`config.mk`:
```
export PLATFORM = sky130hd
export DESIGN_NAME = quic_long_header_classifier
export DESIGN_NICKNAME = d
export VERILOG_FILES = /design/src/rtl/qlhc_pkg.sv /design/src/rtl/quic_long_header_classifier.sv /design/src/rtl/qlhc_front.sv /design/src/rtl/qlhc_queue.sv /design/src/rtl/qlhc_back.sv
export SDC_FILE = /design/constraint.sdc
export NUM_CORES = 1
export LEC_CHECK = 0
export ABC_AREA = 0
export BUFFER_PORTS_ARGS = -buffer_cell sky130_fd_sc_hd__clkbuf_2
export CAP_MARGIN = 15
export CORE_ASPECT_RATIO = 0.75
export CORE_MARGIN = 5
export CORE_UTILIZATION = 35
export CTS_BUF_LIST = sky130_fd_sc_hd__clkbuf_16
export DETAILED_ROUTE_END_ITERATION = 10
export GPL_TIMING_DRIVEN = 0
export SYNTH_ARGS = -nofsm -noshare
export SYNTH_HDL_FRONTEND = slang
export SYNTH_SLANG_ARGS = --single-unit
```
`constraint.sdc`:
```
create_clock -name aclk -period 18.84 [get_ports aclk]
set_input_delay 2.826 -clock aclk [delete_from_list [all_inputs] [get_ports aclk]]
set_output_delay 2.826 -clock aclk [all_outputs]
set_load 0.03 [all_outputs]
```
`src/rtl/qlhc_pkg.sv`:
```
// Shared types and constants for the QUIC long-header classifier.
// No dependencies; every other file in rtl/ refers to this package by scoped names.
`default_nettype none

package qlhc_pkg;

    // Datagram byte index limit; the position saturates here
    localparam int unsigned MAX_DATAGRAM_BYTES = 65535;
    localparam int unsigned POS_W      = 16;
    localparam int unsigned LIST_W     = POS_W + 1;
    localparam int unsigned TALLY_W    = 14;
    localparam int unsigned WORD_W     = 32;

    // Header layout
    localparam logic [7:0] LONG_HDR_BIT  = 8'h80;
    localparam logic [7:0] TYPE_MASK     = 8'h30;
    localparam int unsigned TYPE_SHIFT   = 4;
    localparam int unsigned MIN_HDR_POS  = 6;   // index of the final byte of a 7-byte header
    localparam int unsigned DCID_LEN_POS = 5;
    localparam int unsigned VER_LAST_POS = 4;

    // Result queue between front and back
    localparam int unsigned QUEUE_DEPTH = 4;
    localparam int unsigned QUEUE_AW    = 2;
    localparam int unsigned QUEUE_CW    = QUEUE_AW + 1;

    // Output packing
    localparam int unsigned M_TDATA_W = 80;
    localparam int unsigned M_TUSER_W = 3;

    typedef enum logic [2:0] {
        KIND_SHORT     = 3'd0,
        KIND_UNKNOWN   = 3'd1,
        KIND_VERSION_NEG = 3'd2,
        KIND_INITIAL   = 3'd3,
        KIND_ZERO_RTT  = 3'd4,
        KIND_HANDSHAKE = 3'd5,
        KIND_RETRY     = 3'd6
    } kind_t;

    // One queue entry: everything a single byte produced
    typedef struct packed {
        logic                 has_word;
        logic                 has_sum;
        kind_t                kind;
        logic [WORD_W-1:0]    version;
        logic [WORD_W-1:0]    offered;
        logic [TALLY_W-1:0]   count;
        logic                 token;
    } event_t;

endpackage

`default_nettype wire

```
`src/rtl/quic_long_header_classifier.sv`:
```
// Top level of the QUIC long-header classifier: front parser, event queue, back emitter.
// Depends on qlhc_pkg, qlhc_front, qlhc_queue and qlhc_back.
//
//  Channel | Dir | Handshake          | Payload
//  s_      | in  | s_tvalid/s_tready  | tdata = data_byte, tlast = end_of_datagram
//  m_      | out | m_tvalid/m_tready  | tdata = version/offered/count/token, tuser = kind,
//          |     |                    | tlast = is_summary
//
// One byte is taken per cycle unless the queue is full, and is parsed in that cycle.
// A result reaches m_ by way of the queue: the event is written into it when its byte
// is accepted and then loaded into the output register. A byte that ends a datagram
// with a completed offered word gives two results, the offered word before the summary.
// The four-entry event queue sets how far the input may run ahead of a stalled output;
// s_tready falls only when it is full. Reset is synchronous; no clearing pass is needed.
`default_nettype none

module quic_long_header_classifier (
    input  wire logic        aclk,
    input  wire logic        aresetn,
    input  wire logic        s_tvalid,
    output logic             s_tready,
    input  wire logic [7:0]  s_tdata,   // [7:0] data_byte
    input  wire logic        s_tlast,   // end_of_datagram
    output logic             m_tvalid,
    input  wire logic        m_tready,
    output logic [79:0]      m_tdata,   // [31:0] packet_version, [63:32] offered_version,
                                        // [77:64] offered_count, [78] token_issued, [79] zero
    output logic [2:0]       m_tuser,   // [2:0] packet_kind
    output logic             m_tlast    // is_summary
);

    logic             accept;
    logic             push;
    logic             pop;
    logic             q_empty;
    logic             q_full;
    qlhc_pkg::event_t push_ev;
    qlhc_pkg::event_t head_ev;

    assign s_tready = !q_full;
    assign accept   = s_tvalid && s_tready;

    qlhc_front u_front (
        .aclk            (aclk),
        .aresetn         (aresetn),
        .accept          (accept),
        .data_byte       (s_tdata),
        .end_of_datagram (s_tlast),
        .push            (push),
        .ev              (push_ev)
    );

    qlhc_queue u_queue (
        .aclk    (aclk),
        .aresetn (aresetn),
        .push    (push),
        .push_ev (push_ev),
        .pop     (pop),
        .head_ev (head_ev),
        .empty   (q_empty),
        .full    (q_full)
    );

    qlhc_back u_back (
        .aclk     (aclk),
        .aresetn  (aresetn),
        .head_ev  (head_ev),
        .empty    (q_empty),
        .pop      (pop),
        .m_tvalid (m_tvalid),
        .m_tready (m_tready),
        .m_tdata  (m_tdata),
        .m_tuser  (m_tuser),
        .m_tlast  (m_tlast)
    );

endmodule

`default_nettype wire

```
`src/rtl/qlhc_front.sv`:
```
// Front part: per-byte header parsing and classification.
// Depends on qlhc_pkg; produces one event per byte that yields a word or a summary.
`default_nettype none

module qlhc_front (
    input  wire logic                 aclk,
    input  wire logic                 aresetn,
    input  wire logic                 accept,
    input  wire logic [7:0]           data_byte,
    input  wire logic                 end_of_datagram,
    output logic                      push,
    output qlhc_pkg::event_t          ev
);

    logic [qlhc_pkg::POS_W-1:0]   pos_reg, pos_next;
    logic [7:0]                   first_reg, first_next;
    logic [qlhc_pkg::WORD_W-1:0]  ver_reg, ver_next;
    logic [qlhc_pkg::POS_W-1:0]   sli_reg, sli_next;
    logic [qlhc_pkg::LIST_W-1:0]  lsi_reg, lsi_next;
    logic                         seen_reg, seen_next;
    logic [qlhc_pkg::WORD_W-1:0]  wacc_reg, wacc_next;
    logic [1:0]                   fill_reg, fill_next;
    logic [qlhc_pkg::TALLY_W-1:0] tally_reg, tally_next;

    logic                         word_out;
    logic [1:0]                   type_bits;
    qlhc_pkg::kind_t              typed_kind;

    // Byte parsing: updated state after this byte
    always_comb begin
        first_next = first_reg;
        ver_next   = ver_reg;
        sli_next   = sli_reg;
        lsi_next   = lsi_reg;
        seen_next  = seen_reg;
        wacc_next  = wacc_reg;
        fill_next  = fill_reg;
        tally_next = tally_reg;
        word_out   = 1'b0;
        priority if (pos_reg == '0) begin
            first_next = data_byte;
        end else if (pos_reg <= qlhc_pkg::POS_W'(qlhc_pkg::VER_LAST_POS)) begin
            ver_next = {ver_reg[qlhc_pkg::WORD_W-9:0], data_byte};
        end else if (pos_reg == qlhc_pkg::POS_W'(qlhc_pkg::DCID_LEN_POS)) begin
            sli_next = qlhc_pkg::POS_W'(qlhc_pkg::MIN_HDR_POS) + {8'd0, data_byte};
        end else if (!seen_reg && pos_reg == sli_reg) begin
            seen_next = 1'b1;
            lsi_next  = {1'b0, pos_reg} + qlhc_pkg::LIST_W'(1) + {9'd0, data_byte};
        end else if (seen_reg && ({1'b0, pos_reg} >= lsi_reg) &&
                     ((first_reg & qlhc_pkg::LONG_HDR_BIT) != 8'd0) && ver_reg == '0) begin
            wacc_next = {wacc_reg[qlhc_pkg::WORD_W-9:0], data_byte};
            if (fill_reg == 2'd3) begin
                fill_next = 2'd0;
                word_out  = 1'b1;
                if (tally_reg != '1) begin
                    tally_next = tally_reg + qlhc_pkg::TALLY_W'(1);
                end
            end else begin
                fill_next = fill_reg + 2'd1;
            end
        end else begin
            // leftover byte: ignored
        end
    end

    // Type bits to kind
    always_comb begin
        type_bits = 2'((first_next & qlhc_pkg::TYPE_MASK) >> qlhc_pkg::TYPE_SHIFT);
        unique case (type_bits)
            2'd0: typed_kind = qlhc_pkg::KIND_INITIAL;
            2'd1: typed_kind = qlhc_pkg::KIND_ZERO_RTT;
            2'd2: typed_kind = qlhc_pkg::KIND_HANDSHAKE;
            2'd3: typed_kind = qlhc_pkg::KIND_RETRY;
        endcase
    end

    // Event contents; a word and a summary of the same byte share the count
    always_comb begin
        ev.has_word = word_out;
        ev.has_sum  = end_of_datagram;
        ev.offered  = wacc_next;
        ev.count    = '0;
        ev.version  = '0;
        ev.token    = 1'b0;
        ev.kind     = qlhc_pkg::KIND_VERSION_NEG;
        if (word_out) begin
            ev.count = tally_next;
        end
        priority if ((first_next & qlhc_pkg::LONG_HDR_BIT) == 8'd0) begin
            ev.kind = qlhc_pkg::KIND_SHORT;
        end else if (pos_reg < qlhc_pkg::POS_W'(qlhc_pkg::MIN_HDR_POS)) begin
            ev.kind = qlhc_pkg::KIND_UNKNOWN;
        end else if (!seen_next) begin
            ev.kind    = qlhc_pkg::KIND_UNKNOWN;
            ev.version = ver_next;
        end else if (ver_next == '0) begin
            ev.kind  = qlhc_pkg::KIND_VERSION_NEG;
            ev.count = tally_next;
        end else begin
            ev.kind    = typed_kind;
            ev.version = ver_next;
            ev.token   = (typed_kind == qlhc_pkg::KIND_RETRY);
        end
    end

    assign push = accept && (word_out || end_of_datagram);

    // Position advance, saturating
    always_comb begin
        pos_next = pos_reg;
        if (pos_reg < qlhc_pkg::POS_W'(qlhc_pkg::MAX_DATAGRAM_BYTES)) begin
            pos_next = pos_reg + qlhc_pkg::POS_W'(1);
        end
    end

    // State registers; cleared at reset and at every datagram end
    always_ff @(posedge aclk) begin
        if (!aresetn || (accept && end_of_datagram)) begin
            pos_reg   <= '0;
            first_reg <= '0;
            ver_reg   <= '0;
            sli_reg   <= '0;
            lsi_reg   <= '0;
            seen_reg  <= 1'b0;
            wacc_reg  <= '0;
            fill_reg  <= '0;
            tally_reg <= '0;
        end else if (accept) begin
            pos_reg   <= pos_next;
            first_reg <= first_next;
            ver_reg   <= ver_next;
            sli_reg   <= sli_next;
            lsi_reg   <= lsi_next;
            seen_reg  <= seen_next;
            wacc_reg  <= wacc_next;
            fill_reg  <= fill_next;
            tally_reg <= tally_next;
        end
    end

endmodule

`default_nettype wire

```
`src/rtl/qlhc_queue.sv`:
```
// Short event queue between the parsing front and the output back.
// Depends on qlhc_pkg for the entry type and depth.
`default_nettype none

module qlhc_queue (
    input  wire logic              aclk,
    input  wire logic              aresetn,
    input  wire logic              push,
    input  wire qlhc_pkg::event_t  push_ev,
    input  wire logic              pop,
    output qlhc_pkg::event_t       head_ev,
    output logic                   empty,
    output logic                   full
);

    qlhc_pkg::event_t                 entry_reg [qlhc_pkg::QUEUE_DEPTH];
    logic [qlhc_pkg::QUEUE_AW-1:0]    wr_ptr_reg, wr_ptr_next;
    logic [qlhc_pkg::QUEUE_AW-1:0]    rd_ptr_reg, rd_ptr_next;
    logic [qlhc_pkg::QUEUE_CW-1:0]    cnt_reg, cnt_next;

    assign empty   = (cnt_reg == '0);
    assign full    = (cnt_reg == qlhc_pkg::QUEUE_CW'(qlhc_pkg::QUEUE_DEPTH));
    assign head_ev = entry_reg[rd_ptr_reg];

    // Pointer and fill count
    always_comb begin
        wr_ptr_next = wr_ptr_reg + qlhc_pkg::QUEUE_AW'(push);
        rd_ptr_next = rd_ptr_reg + qlhc_pkg::QUEUE_AW'(pop);
        cnt_next    = cnt_reg + qlhc_pkg::QUEUE_CW'(push) - qlhc_pkg::QUEUE_CW'(pop);
    end

    always_ff @(posedge aclk) begin
        if (!aresetn) begin
            wr_ptr_reg <= '0;
            rd_ptr_reg <= '0;
            cnt_reg    <= '0;
        end else begin
            wr_ptr_reg <= wr_ptr_next;
            rd_ptr_reg <= rd_ptr_next;
            cnt_reg    <= cnt_next;
        end
    end

    // Entry storage
    always_ff @(posedge aclk) begin
        if (push) begin
            entry_reg[wr_ptr_reg] <= push_ev;
        end
    end

    a_no_overflow: assert property (@(posedge aclk) disable iff (!aresetn)
        full && !pop |-> !push)
        else $error("queue written while full");
    a_no_underflow: assert property (@(posedge aclk) disable iff (!aresetn)
        empty |-> !pop)
        else $error("queue read while empty");
    a_count_bound: assert property (@(posedge aclk) disable iff (!aresetn)
        cnt_reg <= qlhc_pkg::QUEUE_CW'(qlhc_pkg::QUEUE_DEPTH))
        else $error("queue count beyond depth");

endmodule

`default_nettype wire

```
`src/rtl/qlhc_back.sv`:
```
// Back part: takes queued events and presents their results, word before summary.
// Depends on qlhc_pkg; the held event doubles as the output register.
`default_nettype none

module qlhc_back (
    input  wire logic                               aclk,
    input  wire logic                               aresetn,
    input  wire qlhc_pkg::event_t                   head_ev,
    input  wire logic                               empty,
    output logic                                    pop,
    output logic                                    m_tvalid,
    input  wire logic                               m_tready,
    output logic [qlhc_pkg::M_TDATA_W-1:0]          m_tdata,
    output logic [qlhc_pkg::M_TUSER_W-1:0]          m_tuser,
    output logic                                    m_tlast
);

    qlhc_pkg::event_t ev_reg;
    logic             word_left_reg, word_left_next;
    logic             sum_left_reg, sum_left_next;
    logic             xfer;
    logic             done;

    assign m_tvalid = word_left_reg || sum_left_reg;
    assign xfer     = m_tvalid && m_tready;

    // What remains of the held event after this cycle
    always_comb begin
        word_left_next = word_left_reg && !xfer;
        sum_left_next  = sum_left_reg && !(xfer && !word_left_reg);
        done           = !word_left_next && !sum_left_next;
        pop            = !empty && done;
        if (pop) begin
            word_left_next = head_ev.has_word;
            sum_left_next  = head_ev.has_sum;
        end
    end

    always_ff @(posedge aclk) begin
        if (!aresetn) begin
            word_left_reg <= 1'b0;
            sum_left_reg  <= 1'b0;
        end else begin
            word_left_reg <= word_left_next;
            sum_left_reg  <= sum_left_next;
        end
    end

    always_ff @(posedge aclk) begin
        if (pop) begin
            ev_reg <= head_ev;
        end
    end

    // Output select: offered word first, then the summary
    always_comb begin
        m_tdata = '0;
        m_tdata[qlhc_pkg::WORD_W+qlhc_pkg::WORD_W +: qlhc_pkg::TALLY_W] = ev_reg.count;
        if (word_left_reg) begin
            m_tlast = 1'b0;
            m_tuser = qlhc_pkg::M_TUSER_W'(qlhc_pkg::KIND_VERSION_NEG);
            m_tdata[qlhc_pkg::WORD_W +: qlhc_pkg::WORD_W] = ev_reg.offered;
        end else begin
            m_tlast = 1'b1;
            m_tuser = qlhc_pkg::M_TUSER_W'(ev_reg.kind);
            m_tdata[0 +: qlhc_pkg::WORD_W] = ev_reg.version;
            m_tdata[2*qlhc_pkg::WORD_W+qlhc_pkg::TALLY_W] = ev_reg.token;
        end
    end

    a_word_is_vn: assert property (@(posedge aclk) disable iff (!aresetn)
        m_tvalid && !m_tlast |-> m_tuser == qlhc_pkg::M_TUSER_W'(qlhc_pkg::KIND_VERSION_NEG))
        else $error("offered word with a kind other than version negotiation");
    a_token_retry: assert property (@(posedge aclk) disable iff (!aresetn)
        m_tvalid && m_tdata[2*qlhc_pkg::WORD_W+qlhc_pkg::TALLY_W]
        |-> m_tlast && m_tuser == qlhc_pkg::M_TUSER_W'(qlhc_pkg::KIND_RETRY))
        else $error("token flag outside a Retry summary");
    a_word_then_sum: assert property (@(posedge aclk) disable iff (!aresetn)
        xfer && word_left_reg && sum_left_reg |=> m_tvalid && m_tlast)
        else $error("summary lost after its offered word");

endmodule

`default_nettype wire

```
==> results of run 1 <==
==> how the worst max path moves through the flow <==
stage	slack [ns]	to
after floorplan	8.42	u_queue.entry_reg[1][0]
after global placement	2.13	u_queue.entry_reg[1][66]
after detailed placement	12.40	u_queue.entry_reg[2][70]
after CTS	13.01	u_queue.entry_reg[2][66]
after global routing	12.80	u_queue.entry_reg[2][66]
final	12.98	u_queue.entry_reg[2][64]
==> cells in the mapped netlist (8+ instances only) <==
library cell    n
edfxtp_1      418
nand2_1       194
dfxtp_1       135
a21oi_1       121
mux4_2         84
nor2_1         73
clkbuf_1       54
o21ai_0        50
and2_1         42
nor2b_1        41
ha_1           36
inv_1          35
mux2_2         32
xor2_1         28
nand3_1        21
xnor2_1        21
nor3_1         19
buf_2          18
mux2i_1        18
buf_4          17
or3_1          15
a211oi_1       13
nand4_1        13
buf_1          12
nor4_1         12
and3_1          8
==> power by group <==
part           internal (mW)  leakage, nW  total (mW)  switching [mW]
Combinational          0.298         2.98       0.837           0.539
Clock                  0.592        0.876        1.05           0.453
Sequential              1.48         5.18        1.53          0.0431
Total                   2.37         9.04        3.41            1.04
==> worst max-delay path, cell delays in order <==
cell and delay (ns):
clkbuf_2 0.08, a21boi_1 0.73, clkbuf_1 0.57, nand2_1 0.31
nor3b_2 0.78, buf_6 0.26, buf_6 0.18, buf_6 0.19
buf_6 0.19
==> stage by stage <==
stage / area, um2 / cells
2_1_floorplan: 22700 / 1594
3_3_place_gp: 24300 / 2551
3_5_place_dp: 24700 / 2584
4_1_cts: 26400 / 2682
5_1_grt: 26400 / 2682
6_report: 26400 / 2683
==> final cells by class <==
type / count / area, um2
diodes: 1 / 2.50
plain buffers: 103 / 488
clock buffers: 53 / 1330
clock inverters: 45 / 362
fillers: 5828 / 37500
inverters: 35 / 131
multi-input cells: 903 / 6880
flip-flops and latches: 553 / 15300
well taps: 861 / 1080
repair buffers: 129 / 891
==> kinds of logic after synthesis <==
logic type,after synthesis,synth area share (%)
fa+ha+maj,38,2.16
buf+inv,138,2.73
mux,134,10.7
other cells,1,0.0165
xor+xnor,49,1.89
simple gates,466,9.97
compound gates,215,5.41
flops,553,67.1
==> layout by cell type (no fill, tap or decap), types with 28 or more instances in the layout <==
cell type	count
edfxtp_1	418
dfxtp_1	135
mux4_2	84
nand2_1	194
xor2_1	28
clkbuf_2	96
nor2_1	73
buf_6	28
nor2b_1	41
clkbuf_16	53
and2_1	42
mux2_2	32
a21oi_1	120
o21ai_0	50
clkbuf_1	54
ha_1	36
inv_1	47
==> layer usage <==
| metal | vias up | global-route usage, % | wire (um) |
|---|---|---|---|
| met5 | - | 0 | 0 |
| met4 | 0 | 2.59 | 730 |
| met3 | 61 | 2.87 | 3040 |
| met2 | 350 | 22.0 | 22700 |
| met1 | 6717 | 20.8 | 24200 |
| li1 | 6275 | - | - |
==> flow_metrics.env, run 1 <==
export IMPL_outcome="complete, no violations"
export IMPL_worstHoldStart="u_front.wacc_reg[29]"
export IMPL_syn_inst=1594
export IMPL_drt_iter0_markers=1064
export IMPL_yosysWarnings=0
export IMPL_place_gp_congestion=0.802
export IMPL_fin_ws_ns=12.98
export IMPL_wl_um=50700
export IMPL_async_flop_share_pct=0
export IMPL_clkLatencyLatePin_ns=0.59
export IMPL_final_util_pct=41.3
export IMPL_hold_path_class="reg2reg"
export IMPL_seq_area_frac_synth_pct=67.1
export IMPL_num_rows=80
export IMPL_hold_viol=0
export IMPL_vias=13400
export IMPL_path_max_fanout=10
export IMPL_clk_pin_slew_worst_paths_ns=0.06
export IMPL_drc=0
export IMPL_max_clock_path_buffers=3
export IMPL_rsz0062_at_grt="no"
export IMPL_critPathRequiredTime_ns=19.12
export IMPL_cts_buffers=52
export IMPL_crit_start="s_tvalid"
export IMPL_setup_viol=0
export IMPL_synth_net_count=1645
export IMPL_powerDensity_mw_per_mm2=129
export IMPL_ys_flop_type="edfxtp_1"
export IMPL_avgSynthCellArea_um2=14.3
export IMPL_cts_hold_buffers=0
export IMPL_first_global_vias=13400
export IMPL_synth_distinct_cells=66
export IMPL_reg2reg_from="u_front.pos_reg[0]"
export IMPL_tightest_slew_ns=1.11
export IMPL_pin_count=99
export IMPL_vias_per_cell=5.00
export IMPL_clock_sinks=553
export IMPL_drtAntennaViolNets=0
export IMPL_wl_per_cell_um=18.9
export IMPL_final_nets=1828
export IMPL_max_cap_violations=0
export IMPL_total_power_mw=3.41
export IMPL_drv_slew=0
export IMPL_cts_resized=0
export IMPL_min_period_ns=5.86
export IMPL_place_ws_ns=12.40
export IMPL_grt_pass1_wl_um=78700
export IMPL_skew_ns=0.0181
export IMPL_start_util_pct=35.5
export IMPL_hold_end="u_front.wacc_reg[29]"
export IMPL_whs_path_depth=2
export IMPL_dr_pass1_iters=6
export IMPL_post_cts_buffers=0
export IMPL_drive_above_1_share_pct=20.8
export IMPL_max_freq_ghz=0.171
export IMPL_antenna_found_initial=2
export IMPL_synth_ff_latch_count=553
export IMPL_reg2reg_slack_ns=14.67
export IMPL_cts_htree_levels=2
export IMPL_die_area_mm2=0.0702
export IMPL_crit_arrival_ns=6.14
export IMPL_slew_headroom_pct=26.2
export IMPL_synth_area_leaders="edfxtp_1 55%, dfxtp_1 12%, mux4_2 8.3%"
export IMPL_worst_setup_path_type="in2reg"
export IMPL_grt_max_degree=45
export IMPL_r2r_end="u_queue.entry_reg[2][64]"
export IMPL_end_kind="flop"
export IMPL_cts_tree="done"
export IMPL_port_buffer_count=96
export IMPL_largest_reg_flops=336
export IMPL_cts_root_buf="clkbuf_16"
export IMPL_syn_area_mm2=0.0227
export IMPL_grt_overflow=0
export IMPL_reg2reg_depth=13
export IMPL_syn2layout_area_growth_pct=16.2
export IMPL_period_share_pct=31.1
export IMPL_die_w_um=304
export IMPL_start_kind="primary input"
export IMPL_design_core_area_mm2=0.0640
export IMPL_die_height_um=231
export IMPL_irDropWorstVdd_mv=0.0811
export IMPL_setup_tns_ns=0
export IMPL_p_leak_nw=9.04
export IMPL_track_usage_pct=14.1
export IMPL_synth_top_area_cell="edfxtp_1"
export IMPL_synth_edf_count=418
export IMPL_place_hpwl_um=35100
export IMPL_synth_top_area_share_pct=55.2
export IMPL_holdWs_ns=0.452
Power figures use the tool's default switching activity.
==> inputs of run 2 (changes only) <==
==> constraint.sdc (replaced) <==
create_clock -name aclk -period 5 [get_ports aclk]
set_input_delay 0.75 -clock aclk [delete_from_list [all_inputs] [get_ports aclk]]
set_output_delay 0.75 -clock aclk [all_outputs]
set_load 0.03 [all_outputs]
==> flow_metrics.env, run 2 (synthesis results as in run 1) <==
export IMPL_slew_headroom_pct=16.7
export IMPL_path_depth=11
export IMPL_drt_iter0_markers=1291
export IMPL_critPathRequiredTime_ns=5.24
export IMPL_final_nets=1819
export IMPL_setup_viol=0
export IMPL_start_util_pct=35.5
export IMPL_wl_per_cell_um=19.1
export IMPL_powerDensity_mw_per_mm2=492
export IMPL_reg2reg_from="u_front.pos_reg[0]"
export IMPL_cts_tree="done"
export IMPL_drive_above_1_share_pct=20.8
export IMPL_irDropWorstVdd_mv=0.337
export IMPL_clk_pin_slew_worst_paths_ns=0.06
export IMPL_cp_num_buf_inv=3
export IMPL_outcome="complete, no violations"
export IMPL_cts_hold_buffers=0
export IMPL_end_kind="flop"
export IMPL_layout_cells_most_common="edfxtp_1"
export IMPL_cp_endpoint="u_queue.entry_reg[3][62]"
export IMPL_cts_htree_levels=2
export IMPL_antenna_found_initial=4
export IMPL_die_w_um=304
export IMPL_hold_viol=0
export IMPL_place_ws_ns=0.772
export IMPL_path_common_cell="inv_1"
export IMPL_max_clock_path_buffers=3
export IMPL_tightest_slew_ns=1.25
export IMPL_die_height_um=231
export IMPL_reg2reg_depth=11
export IMPL_track_usage_pct=14.2
export IMPL_grt_pass1_wl_um=79300
export IMPL_place_gp_congestion=0.852
export IMPL_syn2layout_area_growth_pct=17.3
export IMPL_cts_root_buf="clkbuf_16"
export IMPL_clkLatencyLatePin_ns=0.58
export IMPL_die_area_mm2=0.0702
export IMPL_grt_max_degree=46
export IMPL_num_rows=80
export IMPL_largest_reg_flops=336
export IMPL_n_antenna_cell=0
export IMPL_final_util_pct=41.7
export IMPL_crit_arrival_ns=4.32
export IMPL_drtAntennaViolNets=0
export IMPL_fin_ws_ns=0.929
export IMPL_crit_slowest_cell="and3_4"
export IMPL_reg2reg_slack_ns=0.93
export IMPL_grt_overflow=0
export IMPL_first_global_vias=13500
export IMPL_dr_pass1_iters=6
export IMPL_skew_ns=0.0124
export IMPL_pin_count=99
export IMPL_drv_slew=0
export IMPL_hold_path_class="reg2reg"
export IMPL_cpPeakStageDelay_ns=0.69
export IMPL_place_hpwl_um=34800
export IMPL_max_freq_ghz=0.246
export IMPL_worst_setup_path_type="reg2reg"
export IMPL_design_core_area_mm2=0.0640
export IMPL_p_leak_nw=9.21
export IMPL_port_buffer_count=96
export IMPL_crit_start="u_front.pos_reg[0]"
export IMPL_r2r_end="u_queue.entry_reg[3][62]"
export IMPL_layout_common_cells="418 x edfxtp_1, 194 x nand2_1, 135 x dfxtp_1, 120 x a21oi_1, 96 x clkbuf_2"
export IMPL_vias=13500
export IMPL_max_cap_violations=0
export IMPL_path_max_fanout=45
export IMPL_drc=0
export IMPL_wl_um=51000
export IMPL_clock_sinks=553
export IMPL_start_kind="flop"
export IMPL_rsz0062_at_grt="no"
export IMPL_critical_path_top_delay_family="compound AO/OA/AOI/OAI gates"
export IMPL_period_share_pct=81.4
export IMPL_cts_buffers=53
export IMPL_min_period_ns=4.07
export IMPL_vias_per_cell=5.05
export IMPL_worstPathCellList="inv_1 > ha_1 > nor2b_1 > o21ai_0 > a31oi_1 > o211ai_1 > a31o_2 > nand2_1 > inv_1 > and3_4 > buf_16"
export IMPL_post_cts_buffers=0
export IMPL_cts_resized=0
==> run 2: cell count changes in the layout (fill, tap and decap cells not counted), sizes merged <==
cell	previous run	this run
inv	49	48
bufinv	6	7
diode	1	0
clkinv	23	20
buf	82	72
clkbuf	203	208
==> run 2: final cells by class <==
cell class | count | area [um2]
clock buffer | 58 | 1450
multi-input combinational | 903 | 6900
buffer | 103 | 488
inverter | 35 | 131
tap | 861 | 1080
clock inverter | 42 | 389
sequential | 553 | 15300
fill | 5785 | 37300
timing repair buffer | 119 | 953
==> run 2: worst min-delay path by stage <==
stage	start	cells past startpoint	end
after floorplan	u_front.wacc_reg[24]	2	u_front.wacc_reg[24]
after global placement	u_front.wacc_reg[28]	2	u_front.wacc_reg[28]
after detailed placement	u_front.wacc_reg[26]	2	u_front.wacc_reg[26]
after CTS	u_front.wacc_reg[31]	2	u_front.wacc_reg[31]
after global routing	u_front.wacc_reg[26]	2	u_front.wacc_reg[26]
final	u_front.wacc_reg[28]	2	u_front.wacc_reg[28]
==> run 2: metal layers <==
layer / track usage (%) / share of wire (%)
met5: 0 / 0
met4: 3.21 / 2.1
met3: 2.73 / 6.4
met2: 21.8 / 44
met1: 21.0 / 47
==> run 2: stage by stage <==
| stage | hold WS (ns) | TNS, ns | std cells | power [mW] | area [um2] |
|---|---|---|---|---|---|
| after floorplan | 0.429 | 0 | 1594 | 7.97 | 22800 |
| after global placement | 0.435 | -671.72 | 2551 | 8.98 | 24300 |
| after detailed placement | 0.444 | 0 | 2573 | 9.10 | 24800 |
| after CTS | 0.452 | 0 | 2673 | 13.3 | 26600 |
| after global routing | 0.469 | 0 | 2674 | 13.7 | 26600 |
| final | 0.451 | 0 | 2674 | 13.1 | 26600 |
==> run 2: report_power, final <==
group	switching [mW]	internal [mW]
clock network	1.72	2.45
logic	2.05	1.14
registers	0.164	5.58
total	3.93	9.18
==> run 2: worst reg2reg max path: stages, from the launching register on <==
cell,delay [ns]
dfxtp_1,0.48
inv_1,0.17
ha_1,0.31
nor2b_1,0.04
o21ai_0,0.16
a31oi_1,0.15
o211ai_1,0.61
a31o_2,0.27
nand2_1,0.19
inv_1,0.27
and3_4,0.69
buf_16,0.34
